**config.mk**
```make
export PLATFORM = sky130hd
export DESIGN_NAME = pwm_frequency_duty_meter
export DESIGN_NICKNAME = d
export VERILOG_FILES = /design/src/pfdm_pkg.sv /design/src/pfdm_front.sv /design/src/pfdm_fifo.sv /design/src/pfdm_back.sv /design/src/pwm_frequency_duty_meter.sv
export SDC_FILE = /design/constraint.sdc
export NUM_CORES = 1
export LEC_CHECK = 0
export CORE_MARGIN = 2
export CORE_UTILIZATION = 58
export DETAILED_ROUTE_END_ITERATION = 16
export DONT_BUFFER_PORTS = 1
export PLACE_DENSITY_LB_ADDON = 0.05
export SLEW_MARGIN = 15
export SYNTH_ARGS = -nofsm -noshare
export SYNTH_HDL_FRONTEND = slang
export SYNTH_SLANG_ARGS = --single-unit
```
**constraint.sdc**
```tcl
create_clock -name clk -period 10.8 [get_ports clk]
set_clock_uncertainty 0.05 [all_clocks]
set_input_delay 2.16 -clock clk [delete_from_list [all_inputs] [get_ports clk]]
set_output_delay 2.16 -clock clk [all_outputs]
set_load 0.05 [all_outputs]
```
**src/pfdm_pkg.sv**
```systemverilog
package pfdm_pkg;

  localparam int RATE_W = 24;
  localparam int FREQ_W = 23;
  localparam int DUTY_W = 7;

  // 16 MHz core clock over a /1024 prescaler
  localparam logic [RATE_W-1:0] TICK_RATE_RESET = 24'd15625;
  localparam int DUTY_SCALE = 100;

  localparam int JOB_QUEUE_DEPTH = 2;

  typedef struct packed {
    logic [FREQ_W-1:0] frequency_hz;
    logic [DUTY_W-1:0] duty_percent;
    logic              count_overflow;
  } result_t;

endpackage

```
**src/pfdm_front.sv**
```systemverilog
module pfdm_front #(
  parameter int CW = 16
) (
  input  logic          clk,
  input  logic          rst_n,
  input  logic          take,
  input  logic          level,
  output logic          job_push,
  output logic [CW-1:0] job_high,
  output logic [CW:0]   job_period,
  output logic          job_sat
);

  localparam logic [1:0] PH_WAIT = 2'd0;
  localparam logic [1:0] PH_HIGH = 2'd1;
  localparam logic [1:0] PH_LOW  = 2'd2;
  localparam logic [CW-1:0] CNT_MAX = {CW{1'b1}};
  localparam logic [CW-1:0] CNT_ONE = {{(CW-1){1'b0}}, 1'b1};

  logic [1:0]    phase_r, phase_nxt;
  logic          prev_r, prev_nxt;
  logic [CW-1:0] cnt_r, cnt_nxt;
  logic [CW-1:0] high_r, high_nxt;
  logic          sat_r, sat_nxt;
  logic [CW-1:0] cnt_inc;
  logic          cnt_full;

  assign cnt_full   = (cnt_r == CNT_MAX);
  assign cnt_inc    = cnt_full ? cnt_r : cnt_r + CNT_ONE;
  assign job_high   = high_r;
  assign job_period = {1'b0, high_r} + {1'b0, cnt_r};
  assign job_sat    = sat_r;

  always_comb begin
    phase_nxt = phase_r;
    prev_nxt  = prev_r;
    cnt_nxt   = cnt_r;
    high_nxt  = high_r;
    sat_nxt   = sat_r;
    job_push  = 1'b0;
    if (take) begin
      prev_nxt = level;
      case (phase_r)
        PH_HIGH: begin
          if (level) begin
            cnt_nxt = cnt_inc;
            sat_nxt = sat_r | cnt_full;
          end else begin
            high_nxt  = cnt_r;
            cnt_nxt   = CNT_ONE;
            phase_nxt = PH_LOW;
          end
        end
        PH_LOW: begin
          if (!level) begin
            cnt_nxt = cnt_inc;
            sat_nxt = sat_r | cnt_full;
          end else begin
            // period complete: hand off and restart on this edge
            job_push  = 1'b1;
            cnt_nxt   = CNT_ONE;
            high_nxt  = '0;
            sat_nxt   = 1'b0;
            phase_nxt = PH_HIGH;
          end
        end
        default: begin
          if (level && !prev_r) begin
            cnt_nxt   = CNT_ONE;
            high_nxt  = '0;
            sat_nxt   = 1'b0;
            phase_nxt = PH_HIGH;
          end else begin
            phase_nxt = PH_WAIT;
          end
        end
      endcase
    end
  end

  always_ff @(posedge clk) begin
    if (!rst_n) begin
      phase_r <= PH_WAIT;
      prev_r  <= 1'b0;
      cnt_r   <= '0;
      high_r  <= '0;
      sat_r   <= 1'b0;
    end else begin
      phase_r <= phase_nxt;
      prev_r  <= prev_nxt;
      cnt_r   <= cnt_nxt;
      high_r  <= high_nxt;
      sat_r   <= sat_nxt;
    end
  end

endmodule

```
**src/pfdm_fifo.sv**
```systemverilog
module pfdm_fifo #(
  parameter int W     = 8,
  parameter int DEPTH = 2
) (
  input  logic         clk,
  input  logic         rst_n,
  input  logic         push,
  input  logic [W-1:0] wdata,
  input  logic         pop,
  output logic [W-1:0] rdata,
  output logic         full,
  output logic         empty
);

  localparam int AW = (DEPTH > 1) ? $clog2(DEPTH) : 1;
  localparam int CNTW = $clog2(DEPTH + 1);
  localparam logic [AW-1:0] LAST = AW'(DEPTH - 1);
  localparam logic [AW-1:0] A_ONE = AW'(1);
  localparam logic [CNTW-1:0] C_ONE = CNTW'(1);
  localparam logic [CNTW-1:0] C_FULL = CNTW'(DEPTH);

  logic [W-1:0]    mem_r [DEPTH];
  logic [AW-1:0]   wp_r, wp_nxt;
  logic [AW-1:0]   rp_r, rp_nxt;
  logic [CNTW-1:0] cnt_r, cnt_nxt;
  logic            do_push, do_pop;

  assign full    = (cnt_r == C_FULL);
  assign empty   = (cnt_r == '0);
  assign do_push = push && !full;
  assign do_pop  = pop && !empty;
  assign rdata   = mem_r[rp_r];

  always_comb begin
    wp_nxt  = wp_r;
    rp_nxt  = rp_r;
    cnt_nxt = cnt_r;
    if (do_push) wp_nxt = (wp_r == LAST) ? '0 : wp_r + A_ONE;
    if (do_pop)  rp_nxt = (rp_r == LAST) ? '0 : rp_r + A_ONE;
    if (do_push && !do_pop) cnt_nxt = cnt_r + C_ONE;
    else if (do_pop && !do_push) cnt_nxt = cnt_r - C_ONE;
  end

  always_ff @(posedge clk) begin
    if (do_push) mem_r[wp_r] <= wdata;
  end

  always_ff @(posedge clk) begin
    if (!rst_n) begin
      wp_r  <= '0;
      rp_r  <= '0;
      cnt_r <= '0;
    end else begin
      wp_r  <= wp_nxt;
      rp_r  <= rp_nxt;
      cnt_r <= cnt_nxt;
    end
  end

endmodule

```
**src/pfdm_back.sv**
```systemverilog
module pfdm_back #(
  parameter int CW = 16
) (
  input  logic                        clk,
  input  logic                        rst_n,
  input  logic [pfdm_pkg::RATE_W-1:0] tick_rate,
  input  logic                        job_avail,
  input  logic [CW-1:0]               job_high,
  input  logic [CW:0]                 job_period,
  input  logic                        job_sat,
  output logic                        job_pop,
  output logic                        out_valid,
  input  logic                        out_stall,
  output pfdm_pkg::result_t           result
);

  // dividend width covers tick_rate and high*100
  localparam int DW = (CW + 7 > pfdm_pkg::RATE_W) ? CW + 7 : pfdm_pkg::RATE_W;
  localparam int SW = $clog2(DW);
  localparam logic [SW-1:0] STEP_LAST = SW'(DW - 1);
  localparam logic [SW-1:0] STEP_ONE = SW'(1);

  logic          busy_r, busy_nxt;
  logic          ov_r, ov_nxt;
  logic [SW-1:0] step_r, step_nxt;
  logic [CW:0]   div_r, div_nxt;
  logic [DW-1:0] fa_r, fa_nxt;
  logic [CW:0]   fr_r, fr_nxt;
  logic [DW-1:0] da_r, da_nxt;
  logic [CW:0]   dr_r, dr_nxt;
  logic          sat_r, sat_nxt;
  pfdm_pkg::result_t res_r, res_nxt;

  logic [CW+1:0] f_sh, d_sh, div_ext;
  logic          f_ge, d_ge;

  assign div_ext = {1'b0, div_r};
  assign f_sh = {fr_r, fa_r[DW-1]};
  assign d_sh = {dr_r, da_r[DW-1]};
  assign f_ge = (f_sh >= div_ext);
  assign d_ge = (d_sh >= div_ext);

  assign job_pop   = !busy_r && !ov_r && job_avail;
  assign out_valid = ov_r;
  assign result    = res_r;

  always_comb begin
    busy_nxt = busy_r;
    ov_nxt   = ov_r;
    step_nxt = step_r;
    div_nxt  = div_r;
    fa_nxt   = fa_r;
    fr_nxt   = fr_r;
    da_nxt   = da_r;
    dr_nxt   = dr_r;
    sat_nxt  = sat_r;
    res_nxt  = res_r;
    if (ov_r && !out_stall) ov_nxt = 1'b0;
    if (job_pop) begin
      busy_nxt = 1'b1;
      step_nxt = '0;
      div_nxt  = job_period;
      fa_nxt   = DW'(tick_rate);
      da_nxt   = DW'(job_high) * DW'(pfdm_pkg::DUTY_SCALE);
      fr_nxt   = '0;
      dr_nxt   = '0;
      sat_nxt  = job_sat;
    end else if (busy_r) begin
      // restoring division, one quotient bit per cycle on both lanes
      fr_nxt   = f_ge ? (CW+1)'(f_sh - div_ext) : f_sh[CW:0];
      dr_nxt   = d_ge ? (CW+1)'(d_sh - div_ext) : d_sh[CW:0];
      fa_nxt   = {fa_r[DW-2:0], f_ge};
      da_nxt   = {da_r[DW-2:0], d_ge};
      step_nxt = step_r + STEP_ONE;
      if (step_r == STEP_LAST) begin
        busy_nxt               = 1'b0;
        ov_nxt                 = 1'b1;
        res_nxt.frequency_hz   = fa_nxt[pfdm_pkg::FREQ_W-1:0];
        res_nxt.duty_percent   = da_nxt[pfdm_pkg::DUTY_W-1:0];
        res_nxt.count_overflow = sat_r;
      end
    end
  end

  always_ff @(posedge clk) begin
    if (!rst_n) begin
      busy_r <= 1'b0;
      ov_r   <= 1'b0;
      step_r <= '0;
    end else begin
      busy_r <= busy_nxt;
      ov_r   <= ov_nxt;
      step_r <= step_nxt;
    end
  end

  always_ff @(posedge clk) begin
    div_r <= div_nxt;
    fa_r  <= fa_nxt;
    fr_r  <= fr_nxt;
    da_r  <= da_nxt;
    dr_r  <= dr_nxt;
    sat_r <= sat_nxt;
    res_r <= res_nxt;
  end

endmodule

```
**src/pwm_frequency_duty_meter.sv**
```systemverilog
// PWM frequency and duty meter. Each input beat is one prescaled timer tick
// carrying the sampled pin level; one beat is taken per clock unless stalled.
// After the first rising edge the block counts high ticks to the falling
// edge and low ticks to the next rising edge, where it emits one result beat:
// frequency_hz = tick_rate / period and duty_percent = high*100 / period
// (both truncated), then restarts on that same edge. Counts saturate at
// 2^COUNT_WIDTH-1 and flag count_overflow. The tick counter front end runs at
// one beat per cycle while the queue has room; finished periods go through a
// two-entry queue to a shared-step restoring divider over a dividend of
// max(24, COUNT_WIDTH+7) bits (24 at the default). It loads a period, runs
// the division, then presents the out beat and holds its result until the
// out side takes it, and takes no new period before then. in_stall rises
// only while the queue is full, which happens only when periods shorter than
// the divider time arrive back to back or the out side stalls. tick_rate is
// written through the cfg channel (always ready) and should only be changed
// while no period is in flight; it resets to 15625.
module pwm_frequency_duty_meter #(
  parameter int COUNT_WIDTH = 16
) (
  input  logic                        clk,
  input  logic                        rst_n,
  // tick input
  input  logic                        in_valid,
  output logic                        in_stall,
  input  logic                        in_signal_level,
  // results
  output logic                        out_valid,
  input  logic                        out_stall,
  output logic [pfdm_pkg::FREQ_W-1:0] out_frequency_hz,
  output logic [pfdm_pkg::DUTY_W-1:0] out_duty_percent,
  output logic                        out_count_overflow,
  // tick_rate register
  input  logic                        cfg_valid,
  output logic                        cfg_ready,
  input  logic [pfdm_pkg::RATE_W-1:0] cfg_data
);

  localparam int JW = 2 * COUNT_WIDTH + 2;

  logic [pfdm_pkg::RATE_W-1:0] tick_rate_r;
  logic                        take;
  logic                        q_full, q_empty;
  logic                        f_push;
  logic [COUNT_WIDTH-1:0]      f_high;
  logic [COUNT_WIDTH:0]        f_period;
  logic                        f_sat;
  logic [JW-1:0]               q_rdata;
  logic                        b_pop;
  pfdm_pkg::result_t           res;

  assign cfg_ready = 1'b1;
  assign in_stall  = q_full;
  assign take      = in_valid && !q_full;

  always_ff @(posedge clk) begin
    if (!rst_n) begin
      tick_rate_r <= pfdm_pkg::TICK_RATE_RESET;
    end else if (cfg_valid && cfg_ready) begin
      tick_rate_r <= cfg_data;
    end
  end

  pfdm_front #(.CW(COUNT_WIDTH)) u_front (
    .clk        (clk),
    .rst_n      (rst_n),
    .take       (take),
    .level      (in_signal_level),
    .job_push   (f_push),
    .job_high   (f_high),
    .job_period (f_period),
    .job_sat    (f_sat)
  );

  // queue word: {sat, period, high}
  pfdm_fifo #(.W(JW), .DEPTH(pfdm_pkg::JOB_QUEUE_DEPTH)) u_queue (
    .clk   (clk),
    .rst_n (rst_n),
    .push  (f_push),
    .wdata ({f_sat, f_period, f_high}),
    .pop   (b_pop),
    .rdata (q_rdata),
    .full  (q_full),
    .empty (q_empty)
  );

  pfdm_back #(.CW(COUNT_WIDTH)) u_back (
    .clk        (clk),
    .rst_n      (rst_n),
    .tick_rate  (tick_rate_r),
    .job_avail  (!q_empty),
    .job_high   (q_rdata[COUNT_WIDTH-1:0]),
    .job_period (q_rdata[2*COUNT_WIDTH:COUNT_WIDTH]),
    .job_sat    (q_rdata[JW-1]),
    .job_pop    (b_pop),
    .out_valid  (out_valid),
    .out_stall  (out_stall),
    .result     (res)
  );

  assign out_frequency_hz   = res.frequency_hz;
  assign out_duty_percent   = res.duty_percent;
  assign out_count_overflow = res.count_overflow;

endmodule

```
==> summary.md <==
| Metric | Value |
|---|---|
| Result of the run | finished, final reports clean |
| Final #Nets | 1452 |
| M1 WL | 13.7 mm |
| Min-Delay Path Class | reg -> reg |
| Final antenna-violating net count | 0 |
| Sequential area share after synthesis | 50.3% |
| Slew Viols, Final | 0 |
| CTS Buf Count | 29 |
| Seq cells post-synth | 271 |
| Area share of the leading cell type in the synthesized netlist | 34.7% |
| Syn nets | 1452 |
| Largest cells by area after synthesis | edfxtp_1, dfxtp_1, ha_1 |
| Netlist Area Pre-Place | 14000 um^2 |
| Largest area contributor in the netlist | edfxtp_1 |
| Most instantiated cells after synthesis | nand2_1, edfxtp_1, dfxtp_1 |
| DR WL/cell | 16.9 um |
| Top-count cell post-synth | nand2_1 |
| CTS tree | done |
| Initial core utilization | 59.4% |
| Clock buffer depth | 3 |
| Congestion Overflow GR | 0 |
| Number of cells after detailed placement | 1589 |
| Worst-Margin Slew | 1.14 ns |
| Post-synth EDFFs | 162 |
| Post-CTS resize count | 0 |
| Sink Count | 271 |
| Die width | 159 um |
| Worst IR Drop VDD | 0.000170 V |
| Max H-tree Level | 1 |
| Gr usage total | 22.0% |
| Global-route wire length before repair | 46.0 mm |
| Critical Path Fanout Max | 34 |
| Worst setup path category | reg -> reg |
| Antenna Cells | 0 |
| Endpoint class of the critical path | flip-flop |
| Post-DP HPWL | 19.5 mm |
| Routed wl met2 | 12.5 mm |
| Buffers on Ports | 0 |
| R2r setup slk | 6.32 ns |
| Relative slew margins | 24.0% |
| RSZ-0062 raised after global routing | false |
| Placed cell areas | 14300 um^2 |
| Die area | 25400 um^2 |
| Hold WS | 0.378 ns |
| Highest clock rate | 223 MHz |
| Setup TNS | 0 ns |
| Final Hold Vio Count | 0 |
| Uppermost layer routed | met4 |
| Placement row count | 56 |
| Vias post-DR | 9211 |
| Reg clk slew, reported paths | 0.06 ns |
| Via density | 5.61 |
| Clk root buf | clkbuf_16 |
| Non-filler cells, final | 1642 |
| Netlist cell types | 68 |
| Most common flop cell mapped by yosys | edfxtp_1 |
| Ys Warns | 0 |
| Post-cts hold buffer count | 0 |
| Fraction of layout cells with a size suffix above 1 | 8.47% |
| Critical Path Start Type | flip-flop |
| DRT Pass-1 Iters | 5 |
| Largest net degree at the start of global routing | 64 |
| DR iter-0 viols | 682 |
| I/O pin total | 64 |
| DRT Wirelength | 27.7 mm |
| Fraction of the cycle the final worst path needs | 41.5% |
| Area delta synth->final | 9.24% |
| Setup bufs post-CTS | 0 |
| Fin util | 64.8% |
| Cells after Synth | 1301 |
| Core Box Area | 23600 um^2 |
| CP required | 11.04 ns |
| Post-synth ARST share | 0% |
| Clk_lat worst skew | 0.56 ns |
| Met3 WL post-DR | 882 um |
| Max_cap viols | 0 |
| PwrDens | 260 nW/um^2 |
| CP arrival | 4.72 ns |
| Vert. Die Dim | 159 um |
| Setup violators final | 0 |
| Static leakage | 6.34 nW |
| DRC viols | 0 |
| Placer Congestion | 0.821 |
| Fin crit period | 4.48 ns |
| Post-route design area | 15300 um^2 |
| Initial antenna violation count | 0 |
| Vias in the first global route | 9111 |
| Syn Area/Cell | 10.8 um^2 |
-- area by class of cell --
type / instances / area [um^2]
inverters: 92 / 345
well taps: 319 / 399
flip-flops and latches: 271 / 7050
multi-input cells: 895 / 6460
clock buffers: 39 / 803
clock inverters: 14 / 163
fillers: 1936 / 8300
repair buffers: 12 / 90.1
-- final timing paths --
check / start / endpoint / depth (start not counted)
hold / removal: u_back.sat_r / u_back.result[0] / 0
setup reg to reg: flip-flop / u_back.da_r[21] / 17
hold reg to reg: u_back.sat_r / u_back.result[0] / 0
setup / recovery: flip-flop / u_back.da_r[21] / 17
-- cell families (layout without fill, tap and decap cells) --
kind of cell	count (synthesis)	after routing	synth area share [%]
AOI/OAI and AO/OA	257	257	11.9
DFF	271	271	50.3
adders and majority gates	121	121	11.6
other	1	1	0.0268
muxes	90	90	6.76
xor gates and xnor gates	64	64	4.00
and+or+nand+nor	362	362	11.6
buffers and inverters	135	157	3.82
-- metal layers --
| layer | track usage [%] | up-vias |
|---|---|---|
| met4 | 5.17 | 0 |
| met1 | 31.4 | 4374 |
| li1 | - | 4661 |
| met3 | 2.92 | 41 |
| met2 | 35.9 | 135 |
| met5 | 0 | - |
-- critical path, stage by stage (launching register included) --
cell and delay [ns]:
dfxtp_1 0.31, buf_4 0.40, mux2i_1 0.38, inv_1 0.12
ha_1 0.30, ha_1 0.28, inv_1 0.05, fa_1 0.50
inv_1 0.05, ha_1 0.36, a21oi_1 0.22, nand2_1 0.10
a21oi_1 0.15, o32ai_1 0.12, o41ai_1 0.41, o21ai_0 0.20
xnor2_1 0.15, o21ai_0 0.08
-- sequential cells by signal, summed over array words and instances, names as in the netlist, 2 cells and up, named ones only --
register          flops
u_back.fr_r          17
u_queue.cnt_r         2
u_back.result        31
u_front.job_high     16
u_back.div_r         17
u_back.da_r          24
tick_rate_r          24
u_queue.mem_r        68
u_front.cnt_r        16
u_back.fa_r          24
u_front.phase_r       2
u_back.dr_r          17
u_back.step_r         5
-- power breakdown --
| part | internal (W) | switching, W |
|---|---|---|
| clock network | 0.000594 | 0.000398 |
| registers | 0.00138 | 0.000106 |
| logic | 0.000609 | 0.000905 |
| total | 0.00258 | 0.00141 |
-- per-stage QoR --
| step | worst slack (ns) | total power (W) |
|---|---|---|
| detailed placement | 6.33 | 0.00301 |
| CTS | 6.30 | 0.00401 |
| floorplan | 5.43 | 0.00266 |
| global route | 5.89 | 0.00427 |
| finish | 6.32 | 0.00399 |
| global placement | 6.39 | 0.00299 |
-- cells in the final DEF (no fill, tap or decap), drive strengths merged, types with 7 or more instances in the layout --
cell type,n
a21o,22
o21ai,59
xnor2,39
nand3,33
clkbuf,39
a22o,20
a31oi,13
nand2,163
inv,93
o31ai,9
ha,107
mux2i,53
or3,11
nor2,69
buf,12
nor3,26
a21oi,70
nand2b,9
a211oi,7
fa,14
or2,7
nand4,7
o21a,14
nor2b,17
mux2,37
xor2,25
edfxtp,162
dfxtp,109
clkinv,9
(Power assumes the default switching activity.)
